$ cat config.mk
export PLATFORM = sky130hd
export DESIGN_NAME = bus_voltage_current_moving_average
export DESIGN_NICKNAME = d
export VERILOG_FILES = /design/src/bvcma_pkg.sv /design/src/bvcma_front.sv /design/src/bvcma_queue.sv /design/src/bvcma_back.sv /design/src/bus_voltage_current_moving_average.sv
export VERILOG_INCLUDE_DIRS = /design/src /design/src/src
export SDC_FILE = /design/constraint.sdc
export NUM_CORES = 2
export LEC_CHECK = 0
export CAP_MARGIN = 20
export CORE_UTILIZATION = 43
export CTS_CLUSTER_DIAMETER = 50
export DETAILED_ROUTE_END_ITERATION = 12
export DONT_BUFFER_PORTS = 1
export GPL_TIMING_DRIVEN = 0
export MAX_ROUTING_LAYER = met4
export SLEW_MARGIN = 20
export SYNTH_ARGS = -nofsm -noshare
export SYNTH_HDL_FRONTEND = slang
export SYNTH_SLANG_ARGS = --single-unit
export TNS_END_PERCENT = 30
$ cat constraint.sdc
create_clock -name i_clk -period 18.2 [get_ports i_clk]
set_clock_uncertainty 0.05 [all_clocks]
set_input_delay 3.64 -clock i_clk [delete_from_list [all_inputs] [get_ports i_clk]]
set_output_delay 3.64 -clock i_clk [all_outputs]
set_load 0.005 [all_outputs]
$ cat src/assert_macros.svh
// Concurrent assertion helpers for the RTL files; the top-level file includes them.
`ifndef ASSERT_MACROS_SVH
`define ASSERT_MACROS_SVH

`ifndef SYNTHESIS
`define ASSERT_ALWAYS(label, clk, rstn, expr) \
    label: assert property (@(posedge clk) disable iff (!(rstn)) (expr)) \
        else $error("assertion failed")
`define ASSERT_NEXT(label, clk, rstn, ante, cons) \
    label: assert property (@(posedge clk) disable iff (!(rstn)) (ante) |=> (cons)) \
        else $error("assertion failed")
`else
`define ASSERT_ALWAYS(label, clk, rstn, expr)
`define ASSERT_NEXT(label, clk, rstn, ante, cons)
`endif

`endif

$ cat src/bvcma_pkg.sv
`default_nettype none

package bvcma_pkg;

    localparam int MV_W      = 12;
    localparam int VAVG_W    = 9;
    localparam int CMAG_W    = 12;
    localparam int CAVG_W    = 15;
    localparam int GAIN_W    = 4;
    localparam int OFFSET_W  = 12;

    localparam int VAVG_MAX  = 454;
    localparam int CMAG_MAX  = 4095;

    localparam int WINDOW_DEF = 20;

    localparam logic [OFFSET_W-1:0] OFFSET_RST = 12'd2500;
    localparam logic [GAIN_W-1:0]   GAIN_RST   = 4'd5;

    localparam logic [CAVG_W-1:0] CAVG_SAT = 15'h7FFF;

    // Voltage scaling by 1000/9014, reduced to 500/4507, as a reciprocal multiply.
    localparam int    VSCALE_SHIFT  = 25;
    localparam longint VSCALE_MULT_L =
        ((longint'(1) << VSCALE_SHIFT) * 500 + 4506) / 4507;
    localparam int    VSCALE_MULT_W = 22;
    localparam logic [VSCALE_MULT_W-1:0] VSCALE_MULT = VSCALE_MULT_W'(VSCALE_MULT_L);
    localparam int    VSCALE_PROD_W = MV_W + VSCALE_MULT_W;

    localparam int QUEUE_DEPTH = 4;
    localparam int QPTR_W      = $clog2(QUEUE_DEPTH);
    localparam int QCNT_W      = $clog2(QUEUE_DEPTH + 1);

    typedef enum logic {
        CFG_OFFSET = 1'b0,
        CFG_GAIN   = 1'b1
    } t_cfg_index;

    typedef struct packed {
        logic [VAVG_W-1:0] volt;
        logic              vok;
        logic [CMAG_W-1:0] cmag;
        logic              cok;
    } t_item;

    typedef struct packed {
        logic              full;
        logic              empty;
        logic [QCNT_W-1:0] count;
    } t_queue_status;

endpackage

`default_nettype wire

$ cat src/bvcma_front.sv
`default_nettype none

module bvcma_front (
    input  wire logic                             i_clk,
    input  wire logic                             i_rst_n,
    input  wire logic [bvcma_pkg::OFFSET_W-1:0]   i_offset,
    input  wire logic                             i_valid,
    output logic                                  o_ready,
    input  wire logic [bvcma_pkg::MV_W-1:0]       i_voltage_mv,
    input  wire logic                             i_voltage_ok,
    input  wire logic [bvcma_pkg::MV_W-1:0]       i_current_mv,
    input  wire logic                             i_current_ok,
    input  wire bvcma_pkg::t_queue_status         i_q_stat,
    output logic                                  o_push,
    output bvcma_pkg::t_item                      o_item
);
    import bvcma_pkg::*;

    logic                     r_vld;
    t_item                    r_item;
    logic [VSCALE_PROD_W-1:0] vprod;
    logic [CMAG_W-1:0]        cmag;

    assign vprod = VSCALE_PROD_W'(i_voltage_mv) * VSCALE_PROD_W'(VSCALE_MULT);
    assign cmag  = (i_current_mv >= i_offset) ? (i_current_mv - i_offset)
                                              : (i_offset - i_current_mv);

    assign o_push  = r_vld && !i_q_stat.full;
    assign o_ready = !r_vld || !i_q_stat.full;
    assign o_item  = r_item;

    always_ff @(posedge i_clk) begin
        if (!i_rst_n) begin
            r_vld <= 1'b0;
        end else if (o_ready) begin
            r_vld <= i_valid;
        end
    end

    always_ff @(posedge i_clk) begin
        if (i_valid && o_ready) begin
            r_item.volt <= vprod[VSCALE_SHIFT +: VAVG_W];
            r_item.vok  <= i_voltage_ok;
            r_item.cmag <= cmag;
            r_item.cok  <= i_current_ok;
        end
    end

endmodule

`default_nettype wire

$ cat src/bvcma_queue.sv
`default_nettype none

module bvcma_queue (
    input  wire logic                      i_clk,
    input  wire logic                      i_rst_n,
    input  wire logic                      i_push,
    input  wire bvcma_pkg::t_item          i_item,
    input  wire logic                      i_pop,
    output bvcma_pkg::t_item               o_item,
    output bvcma_pkg::t_queue_status       o_stat
);
    import bvcma_pkg::*;

    t_item             r_mem [QUEUE_DEPTH];
    logic [QPTR_W-1:0] r_wr;
    logic [QPTR_W-1:0] r_rd;
    logic [QCNT_W-1:0] r_cnt;

    assign o_item       = r_mem[r_rd];
    assign o_stat.count = r_cnt;
    assign o_stat.full  = (r_cnt == QCNT_W'(QUEUE_DEPTH));
    assign o_stat.empty = (r_cnt == '0);

    always_ff @(posedge i_clk) begin
        if (i_push) begin
            r_mem[r_wr] <= i_item;
        end
    end

    always_ff @(posedge i_clk) begin
        if (!i_rst_n) begin
            r_wr  <= '0;
            r_rd  <= '0;
            r_cnt <= '0;
        end else begin
            if (i_push) begin
                r_wr <= (r_wr == QPTR_W'(QUEUE_DEPTH - 1)) ? '0 : r_wr + 1'b1;
            end
            if (i_pop) begin
                r_rd <= (r_rd == QPTR_W'(QUEUE_DEPTH - 1)) ? '0 : r_rd + 1'b1;
            end
            priority if (i_push && !i_pop) begin
                r_cnt <= r_cnt + 1'b1;
            end else if (i_pop && !i_push) begin
                r_cnt <= r_cnt - 1'b1;
            end else begin
                r_cnt <= r_cnt;
            end
        end
    end

endmodule

`default_nettype wire

$ cat src/bvcma_back.sv
`default_nettype none

module bvcma_back #(
    parameter int WINDOW = bvcma_pkg::WINDOW_DEF
) (
    input  wire logic                            i_clk,
    input  wire logic                            i_rst_n,
    input  wire logic [bvcma_pkg::GAIN_W-1:0]    i_gain,
    input  wire bvcma_pkg::t_item                i_item,
    input  wire bvcma_pkg::t_queue_status        i_q_stat,
    output logic                                 o_pop,
    output logic                                 o_valid,
    input  wire logic                            i_ready,
    output logic [bvcma_pkg::VAVG_W-1:0]         o_voltage_avg,
    output logic [bvcma_pkg::CAVG_W-1:0]         o_current_avg_scaled
);
    import bvcma_pkg::*;

    localparam int PTR_W     = $clog2(WINDOW);
    localparam int VTOT_W    = $clog2(WINDOW * VAVG_MAX + 1);
    localparam int CTOT_W    = $clog2(WINDOW * CMAG_MAX + 1);
    localparam int DIV_SHIFT = CTOT_W + $clog2(WINDOW);
    localparam int DIV_MULT  = ((1 << DIV_SHIFT) + WINDOW - 1) / WINDOW;
    localparam int PW        = DIV_SHIFT + CMAG_W;
    localparam int GP_W      = CMAG_W + GAIN_W;

    logic [VAVG_W-1:0] r_vring [WINDOW];
    logic [CMAG_W-1:0] r_cring [WINDOW];
    logic [VTOT_W-1:0] r_vtot;
    logic [CTOT_W-1:0] r_ctot;
    logic [PTR_W-1:0]  r_slot;
    logic              r_full;

    logic              r_a_vld;
    logic              r_a_emit;
    logic              r_a_vok;
    logic              r_a_cok;

    logic              r_b_vld;
    logic              r_b_emit;
    logic              r_b_vok;
    logic              r_b_cok;
    logic [PW-1:0]     r_b_vprod;
    logic [PW-1:0]     r_b_cprod;

    logic              r_o_vld;
    logic [VAVG_W-1:0] r_last_v;
    logic [CAVG_W-1:0] r_last_c;

    logic              en;
    logic              pop;
    logic              last;
    logic [CMAG_W-1:0] cmean;
    logic [GP_W-1:0]   gprod;
    logic [CAVG_W-1:0] csat;

    assign en    = !r_o_vld || i_ready;
    assign pop   = en && !i_q_stat.empty;
    assign o_pop = pop;
    assign last  = (r_slot == PTR_W'(WINDOW - 1));

    assign cmean = r_b_cprod[DIV_SHIFT +: CMAG_W];
    assign gprod = GP_W'(cmean) * GP_W'(i_gain);
    assign csat  = (gprod > GP_W'(CAVG_SAT)) ? CAVG_SAT : gprod[CAVG_W-1:0];

    assign o_valid              = r_o_vld;
    assign o_voltage_avg        = r_last_v;
    assign o_current_avg_scaled = r_last_c;

    // The rings rotate by one word per item; an invalid channel feeds its oldest word back.
    always_ff @(posedge i_clk) begin
        if (!i_rst_n) begin
            for (int i = 0; i < WINDOW; i++) begin
                r_vring[i] <= '0;
                r_cring[i] <= '0;
            end
            r_vtot <= '0;
            r_ctot <= '0;
            r_slot <= '0;
            r_full <= 1'b0;
        end else if (pop) begin
            for (int i = 1; i < WINDOW; i++) begin
                r_vring[i] <= r_vring[i-1];
                r_cring[i] <= r_cring[i-1];
            end
            r_vring[0] <= i_item.vok ? i_item.volt : r_vring[WINDOW-1];
            r_cring[0] <= i_item.cok ? i_item.cmag : r_cring[WINDOW-1];
            if (i_item.vok) begin
                r_vtot <= r_vtot - VTOT_W'(r_vring[WINDOW-1]) + VTOT_W'(i_item.volt);
            end
            if (i_item.cok) begin
                r_ctot <= r_ctot - CTOT_W'(r_cring[WINDOW-1]) + CTOT_W'(i_item.cmag);
            end
            r_slot <= last ? '0 : r_slot + 1'b1;
            if (last) begin
                r_full <= 1'b1;
            end
        end
    end

    always_ff @(posedge i_clk) begin
        if (!i_rst_n) begin
            r_a_vld  <= 1'b0;
            r_b_vld  <= 1'b0;
            r_o_vld  <= 1'b0;
            r_last_v <= '0;
            r_last_c <= '0;
        end else if (en) begin
            r_a_vld <= pop;
            r_b_vld <= r_a_vld;
            r_o_vld <= r_b_vld && r_b_emit;
            if (r_b_vld && r_b_emit) begin
                if (r_b_vok) begin
                    r_last_v <= r_b_vprod[DIV_SHIFT +: VAVG_W];
                end
                if (r_b_cok) begin
                    r_last_c <= csat;
                end
            end
        end
    end

    always_ff @(posedge i_clk) begin
        if (en) begin
            r_a_emit  <= r_full || last;
            r_a_vok   <= i_item.vok;
            r_a_cok   <= i_item.cok;
            r_b_emit  <= r_a_emit;
            r_b_vok   <= r_a_vok;
            r_b_cok   <= r_a_cok;
            r_b_vprod <= PW'(r_vtot) * PW'(DIV_MULT);
            r_b_cprod <= PW'(r_ctot) * PW'(DIV_MULT);
        end
    end

endmodule

`default_nettype wire

$ cat src/bus_voltage_current_moving_average.sv
// Channel   Direction  Payload (lowest bits first)
// s_axis    in         tdata: voltage_mv[11:0], current_mv[23:12]; tuser: voltage_ok, current_ok
// m_axis    out        tdata: voltage_avg[8:0], current_avg_scaled[23:9]
// cfg       in         index 0 current_offset_mv, index 1 current_gain; data[11:0]
//
// One sample word is taken every cycle while the queue has room; the rings and running
// sums update once per word. When neither side stalls, a result passes through the
// front register, queue slot and two back stages ahead of the output register.
// Reset clears the rings, sums, pointer and held outputs at once; there is no clearing pass.
// A stalled output holds the back pipeline; the four-word queue keeps input open until it fills.
`default_nettype none
`include "assert_macros.svh"

module bus_voltage_current_moving_average #(
    parameter int WINDOW = bvcma_pkg::WINDOW_DEF
) (
    input  wire logic                             i_clk,
    input  wire logic                             i_rst_n,
    input  wire logic                             i_s_axis_tvalid,
    output logic                                  o_s_axis_tready,
    // Bits from the lowest up: voltage_mv, current_mv.
    input  wire logic [23:0]                      i_s_axis_tdata,
    // Bits from the lowest up: voltage_ok, current_ok.
    input  wire logic [1:0]                       i_s_axis_tuser,
    output logic                                  o_m_axis_tvalid,
    input  wire logic                             i_m_axis_tready,
    // Bits from the lowest up: voltage_avg, current_avg_scaled.
    output logic [23:0]                           o_m_axis_tdata,
    input  wire logic                             i_cfg_valid,
    output logic                                  o_cfg_ready,
    input  wire bvcma_pkg::t_cfg_index            i_cfg_index,
    input  wire logic [bvcma_pkg::OFFSET_W-1:0]   i_cfg_data
);
    import bvcma_pkg::*;

    logic [OFFSET_W-1:0] r_offset;
    logic [GAIN_W-1:0]   r_gain;

    t_item               f_item;
    t_item               q_item;
    t_queue_status       q_stat;
    logic                q_push;
    logic                q_pop;
    logic [VAVG_W-1:0]   voltage_avg;
    logic [CAVG_W-1:0]   current_avg_scaled;

    assign o_cfg_ready    = 1'b1;
    assign o_m_axis_tdata = {current_avg_scaled, voltage_avg};

    always_ff @(posedge i_clk) begin
        if (!i_rst_n) begin
            r_offset <= OFFSET_RST;
            r_gain   <= GAIN_RST;
        end else if (i_cfg_valid) begin
            unique case (i_cfg_index)
                CFG_OFFSET: r_offset <= i_cfg_data;
                CFG_GAIN:   r_gain   <= i_cfg_data[GAIN_W-1:0];
                default:    r_gain   <= r_gain;
            endcase
        end
    end

    bvcma_front u_front (
        .i_clk        (i_clk),
        .i_rst_n      (i_rst_n),
        .i_offset     (r_offset),
        .i_valid      (i_s_axis_tvalid),
        .o_ready      (o_s_axis_tready),
        .i_voltage_mv (i_s_axis_tdata[11:0]),
        .i_voltage_ok (i_s_axis_tuser[0]),
        .i_current_mv (i_s_axis_tdata[23:12]),
        .i_current_ok (i_s_axis_tuser[1]),
        .i_q_stat     (q_stat),
        .o_push       (q_push),
        .o_item       (f_item)
    );

    bvcma_queue u_queue (
        .i_clk   (i_clk),
        .i_rst_n (i_rst_n),
        .i_push  (q_push),
        .i_item  (f_item),
        .i_pop   (q_pop),
        .o_item  (q_item),
        .o_stat  (q_stat)
    );

    bvcma_back #(
        .WINDOW (WINDOW)
    ) u_back (
        .i_clk                (i_clk),
        .i_rst_n              (i_rst_n),
        .i_gain               (r_gain),
        .i_item               (q_item),
        .i_q_stat             (q_stat),
        .o_pop                (q_pop),
        .o_valid              (o_m_axis_tvalid),
        .i_ready              (i_m_axis_tready),
        .o_voltage_avg        (voltage_avg),
        .o_current_avg_scaled (current_avg_scaled)
    );

    `ASSERT_ALWAYS(a_no_pop_empty, i_clk, i_rst_n, !(q_pop && q_stat.empty));
    `ASSERT_ALWAYS(a_no_push_full, i_clk, i_rst_n, !(q_push && q_stat.full));
    `ASSERT_NEXT(a_count_up, i_clk, i_rst_n, q_push && !q_pop, q_stat.count == $past(q_stat.count) + 1'b1);
    `ASSERT_NEXT(a_count_down, i_clk, i_rst_n, q_pop && !q_push, q_stat.count == $past(q_stat.count) - 1'b1);

endmodule

`default_nettype wire
# Word level (Yosys, flattened, before mapping)
# Memory sizes are Yosys's and may differ from the RTL's. A register that Yosys moved wholly into a read port is not among the register bits.
# Cells that the tools add are included.
[classes]
addsub = 11
n_mul = 4
n_lt_le_gt_ge = 2
n_eq_ne = 4
mux = 57
n_bitwise = 41
reduce_logical = 24
[op_table]
columns = ["cell", "n"]
rows = [
  ["two-way mux 12 bit", 22],
  ["two-way mux 9 bit", 21],
  ["bitwise OR 1 bit", 40],
  ["multiplier 17 x 16 -> 32 bit, second input constant", 1],
  ["multiplier 12 x 18 -> 30 bit, second input constant", 1],
  ["multiplier 14 x 16 -> 29 bit, second input constant", 1],
  ["subtractor 12 bit", 2],
  ["adder 17 x 12 -> 17 bit", 1],
  ["subtractor 17 x 12 -> 17 bit", 1],
  ["greater-than comparator 16 x 15 -> 1 bit, second input constant", 1],
  ["multiplier 12 x 4 -> 16 bit", 1],
  ["two-way mux 15 bit", 1],
  ["adder 14 x 9 -> 14 bit", 1],
  ["subtractor 14 x 9 -> 14 bit", 1],
  [">= comparator 12 bit", 1],
  ["AND reduction 2 bit", 5],
  ["two-way mux 2 bit", 4],
  ["logical AND 1 bit", 6],
  ["zero test 1 bit", 6],
  ["two-way mux 1 bit", 6],
  ["two-way mux 3 bit", 2],
  ["AND reduction 3 bit", 2],
  ["adder 5 x 1 -> 5 bit, second input constant", 1],
  ["equality test 5 bit, second input constant", 1],
  ["other kinds (10)", 14],
]
[totals]
reg_bits = 178
mem_bits_rw = 512
in_bits = 44
out_inout_bits = 27
elab_cells = 173
n_memories = 3
[mem_list]
columns = ["name", "words", "word_bits", "read_ports", "rd_clocked_by_memory_dff", "wr", "line_no", "text"]
rows = [
  ["u_back.r_cring", 20, 12, 20, 0, 20, "bvcma_back.sv:28", "logic [CMAG_W-1:0] r_cring [WINDOW];"],
  ["u_back.r_vring", 20, 9, 20, 0, 20, "bvcma_back.sv:27", "logic [VAVG_W-1:0] r_vring [WINDOW];"],
  ["u_queue.r_mem", 4, 23, 1, 1, 1, "bvcma_queue.sv:14", "t_item r_mem [QUEUE_DEPTH];"],
]

# Logic depth before layout (Yosys ltp)
[logic_depth]
word_depth = 7
depth_mapped = 21
ltp_nobuf = 21

# By module
# A second synthesis with hierarchy kept.
[unflattened]
cells_unflattened = 3237
area_unflattened_um2 = 39531.7
[modules_own_cells]
columns = ["module", "instances", "cells_per_inst", "area_each_um2", "seq_area_each_um2"]
rows = [
  ["bvcma_back", 1, 2479, 29872.4, 14704.1],
  ["bvcma_front", 1, 522, 5173.7, 710.7],
  ["bvcma_queue", 1, 164, 3811.2, 2942.8],
  ["bus_voltage_current_moving_average", 1, 72, 674.4, 320.3],
]

# Least setup slack after synthesis
# OpenSTA, ideal clock, no wires.
[synth_path]
path_type = "input port to flip-flop"
startpoint = "in i_rst_n"
endpoint = "mem u_back.r_cring[0][0], enable pin"
setup_ns = 3.076
arrival_time_ns = 11.285
required_time_ns = 15.074
setup_slack_ns = 3.789
path_stages = 4
n_path_buf = 3
cell_sequence = "clkbuf_1 > clkbuf_1 > clkbuf_1 > nand2_1"
[synth_lines]
columns = ["element", "line_no", "text"]
rows = [
  ["start, declared", "bus_voltage_current_moving_average.sv:18", "input wire logic i_rst_n,"],
  ["end, declared", "bvcma_back.sv:28", ""],
]

# Final worst setup path
[layout_path]
startpoint = "in i_s_axis_tdata[9]"
endpoint = "reg u_front.r_item, in the netlist u_front.o_item[21] (data pin)"
[layout_via]
elab_chain_len = 1
[layout_rtl]
columns = ["element", "line_no", "text"]
rows = [
  ["start, declared", "bus_voltage_current_moving_average.sv:22", "input wire logic [23:0] i_s_axis_tdata,"],
  ["multiplier 12 x 18 -> 30 bit", "bvcma_front.sv:24", "assign vprod = VSCALE_PROD_W'(i_voltage_mv) * VSCALE_PROD_W'(VSCALE_MULT);"],
  ["named net u_front.vprod[32]", "bvcma_front.sv:21", "logic [VSCALE_PROD_W-1:0] vprod;"],
  ["end, declared", "bvcma_front.sv:20", "t_item r_item;"],
]
# The timed path passes the listed nets, and every way through them passes these cells.
# A chain may end at the register's enable or synchronous reset.

==> results.ini <==
[floorplanning]
floorplan.die.width_um=303
core_sq_um=89900
die_y_um=303
floorplan.io_pins=71
placement_row_count=110
floorplan.die_area_sq_um=91900
initial_core_util=0.434

[layout]
nFillCells=7980
fin_nets=3976
final_cells=4519
areaGrowthSynthToFinish_pct=11.3
seq_area_sq_um=18700
antenna_cells=0
multi_input_comb_area_sq_um=17800
share_of_post_route_cells_with_drive_strength_above_1=0.0512

[clock_network]
cts_setup_buffers=0
tritoncts_clock_tree=done
clk_root_buffer_cell=sky130_fd_sc_hd__clkbuf_16
path_clk_slew_ns=0.06
holdBufCountCts=0
tritoncts_num_sinks=652
max-clock-path-buffers=3
cts_made_buffers=79
ctsResizeCount=0
clock_tree.htree_level_count=3
insertion_delay_to_the_later_sink_of_the_worst_skew_pair_ns=0.66

[grt]
first_global_vias=22900
grt_start_max_net_pins=60
grt_use_total=0.182
grt_pass1_wl_um=126000
overflow=0
grt_antenna_before_repair=2

[run_status]
status=finished, final reports clean

[synth]
synth_xor_area_frac=0.0175
synth.yosys.seq_area_share=0.479
netlist_area_sq_um=39000
syn-instance-count=3191
netlist_top_cells_count=sky130_fd_sc_hd__edfxtp_1 (562), sky130_fd_sc_hd__inv_1 (544), sky130_fd_sc_hd__ha_1 (401)
post-synth-top-area-fraction=0.433
yosys.cell_types.count=70
yosysWarnings=0
synth.avg_cell_area_sq_um=12.2
post-synth-top-count-cell=sky130_fd_sc_hd__edfxtp_1
synth_adder_area_share=0.257
share_of_synthesized_flip_flops_with_an_asynchronous_set_or_reset=0
dominantRegCellSynth=sky130_fd_sc_hd__edfxtp_1
post_synth_and_or_nand_nor_area_fraction=0.110
synth.ff_latch_count=652
synth_top_family_by_area=adder cells
cell_taking_the_most_area_after_synthesis=sky130_fd_sc_hd__edfxtp_1
syn-num-nets=3886
synth_edf_count=562
synth_compound_area_frac=0.0463
synth.top_cells.by_area=sky130_fd_sc_hd__edfxtp_1 (43%), sky130_fd_sc_hd__ha_1 (13%), sky130_fd_sc_hd__fa_1 (13%)
synth.area.mux_share=0.0251

[power_and_ir_drop]
powerDensity_nw_per_um2=174
sum_of_internal_switching_and_leakage_power_uw=7570
p_leak_uw=0.0207
vdd_ir_drop_max_uv=95.3

[routing]
route.detailed.vias_per_inst=5.06
route.detailed.wl_per_inst_um=17.3
route.detailed.drc=0
drt_iter0_markers=1325
vias=22900
antenna_left=0
drt_wl_total_um=78400
drt_pass1_iterations=5

[worst_setup_path]
worst-endpoint-arrival_ns=8.41
setup.worst_path.end_class=flip-flop
path_class=in -> reg
timing.critical_path.required_ns=18.54
path_common_cell=sky130_fd_sc_hd__fa_1
worst_path_largest_cell_delay_ns=0.56
worst-path-max-fanout=6
cp_slowest_cell=sky130_fd_sc_hd__fa_1
timing.critical_path.cells=fa_1 > inv_1 > fa_1 > fa_1 > inv_1 > fa_1 > inv_1 > fa_1 > inv_1 > ha_1 > a21oi_1 > nor2_1 > a311oi_1 > o211ai_1 > a31oi_1 > o21bai_1 > a21oi_1 > xnor2_1
critPathLaunchType=input pin

[timing]
report.final.setup_viol=0
finalWorstPathRequiredPeriod_ns=8.07
tightestPinTransition_ns=1.11
timing_hold_violations_final=0
grt_setup_unrepaired=false
worst_hold_slack_ns=0.375
timing.max_slew.rel_slack=0.257
max_freq_mhz=124
report.final.slew_viol_count=0
min_period_over_period=0.443

[place]
port_buffers=0
finalWeightedCongestion=0.877
dp_hpwl_um=59300
place.detailed.instances=4376

[run]
maxCapViolations=0

[hold_path]
hold_class=reg -> reg

## cells in the final DEF, fill, tap and decap left out, types with 46 or more instances in the layout
cell,count
sky130_fd_sc_hd__clkbuf_1,133
sky130_fd_sc_hd__ha_1,401
sky130_fd_sc_hd__edfxtp_1,562
sky130_fd_sc_hd__dfxtp_1,90
sky130_fd_sc_hd__mux2i_1,46
sky130_fd_sc_hd__nor2_1,93
sky130_fd_sc_hd__and3_1,368
sky130_fd_sc_hd__a21oi_1,111
sky130_fd_sc_hd__and2_1,65
sky130_fd_sc_hd__clkbuf_16,79
sky130_fd_sc_hd__inv_1,543
sky130_fd_sc_hd__o21ai_0,46
sky130_fd_sc_hd__xnor2_1,52
sky130_fd_sc_hd__nand2_1,129
sky130_fd_sc_hd__fa_1,250
## per-stage QoR
| stage | setup slack, ns | setup TNS [ns] | cell area [sq um] | util |
|---|---|---|---|---|
| after floorplan | 3.79 | 0 | 39000 | - |
| after global placement | -2.13 | -883.00 | 40500 | 0.450 |
| after detailed placement | 9.43 | 0 | 40700 | 0.453 |
| after CTS | 10.13 | 0 | 43400 | 0.483 |
| after global routing | 9.86 | 0 | 43400 | 0.483 |
| final | 10.13 | 0 | 43400 | 0.483 |
## worst max-delay path, delay by kind of cell
family	cells	cell delay [ns]
compound gates	6	1.39
xor+xnor	1	0.09
fa+ha+maj	6	2.96
buf+inv	4	0.26
simple gates	1	0.05
## sequential cells by signal, summed over array words and instances, names as in the netlist, 3 cells and up, named ones only
register / flops
u_back.o_current_avg_scaled: 15
u_queue.r_mem: 92
u_back.r_ctot: 17
u_back.r_b_vprod: 9
u_back.r_slot: 5
u_front.o_item: 23
r_gain: 4
u_back.r_b_cprod: 12
r_offset: 12
u_queue.r_cnt: 3
u_back.r_cring: 240
u_back.o_voltage_avg: 9
u_back.r_vtot: 14
u_back.r_vring: 180
## where the power goes
group / internal [uW] / switching [uW]
combinational: 1420 / 2000
clock: 940 / 649
sequential: 2330 / 227
total: 4690 / 2880
## kinds of logic after synthesis
kind of cell             after synthesis
AND/OR/NAND/NOR                      784
buffers and inverters                669
flip-flops                           652
adder cells (fa/ha/maj)              651
AO/OA/AOI/OAI                        287
XOR/XNOR                              78
multiplexers                          69
other                                  1
## final cells by class
type,instances,share of cell area
sequential,652,0.430
clock inverter,41,0.0131
multi-input combinational,1870,0.411
tap,1176,0.0339
timing repair buffer,9,0.00553
inverter,545,0.0471
buffer,124,0.0110
clock buffer,102,0.0487
## final timing paths
| path | start | endpoint | slack [ns] | cells past startpoint |
|---|---|---|---|---|
| worst min register to register | u_back.r_a_emit | u_back.r_b_emit | 0.38 | 0 |
| worst max-delay path | i_s_axis_tdata[9] | u_front.o_item[21] | 10.13 | 18 |
| worst min-delay path | u_back.r_a_emit | u_back.r_b_emit | 0.38 | 0 |
| worst max register to register | u_back.r_ctot[13] | u_back.r_b_cprod[32] | 11.96 | 21 |
## routing by layer
metal / vias to the layer above / track usage / part of all wire
met5: - / - / 0
met4: 0 / 0.0422 / 0.018
met3: 103 / 0.0263 / 0.035
met2: 305 / 0.293 / 0.48
met1: 11300 / 0.243 / 0.46
li1: 11200 / - / -
Power figures use the tool's default switching activity.
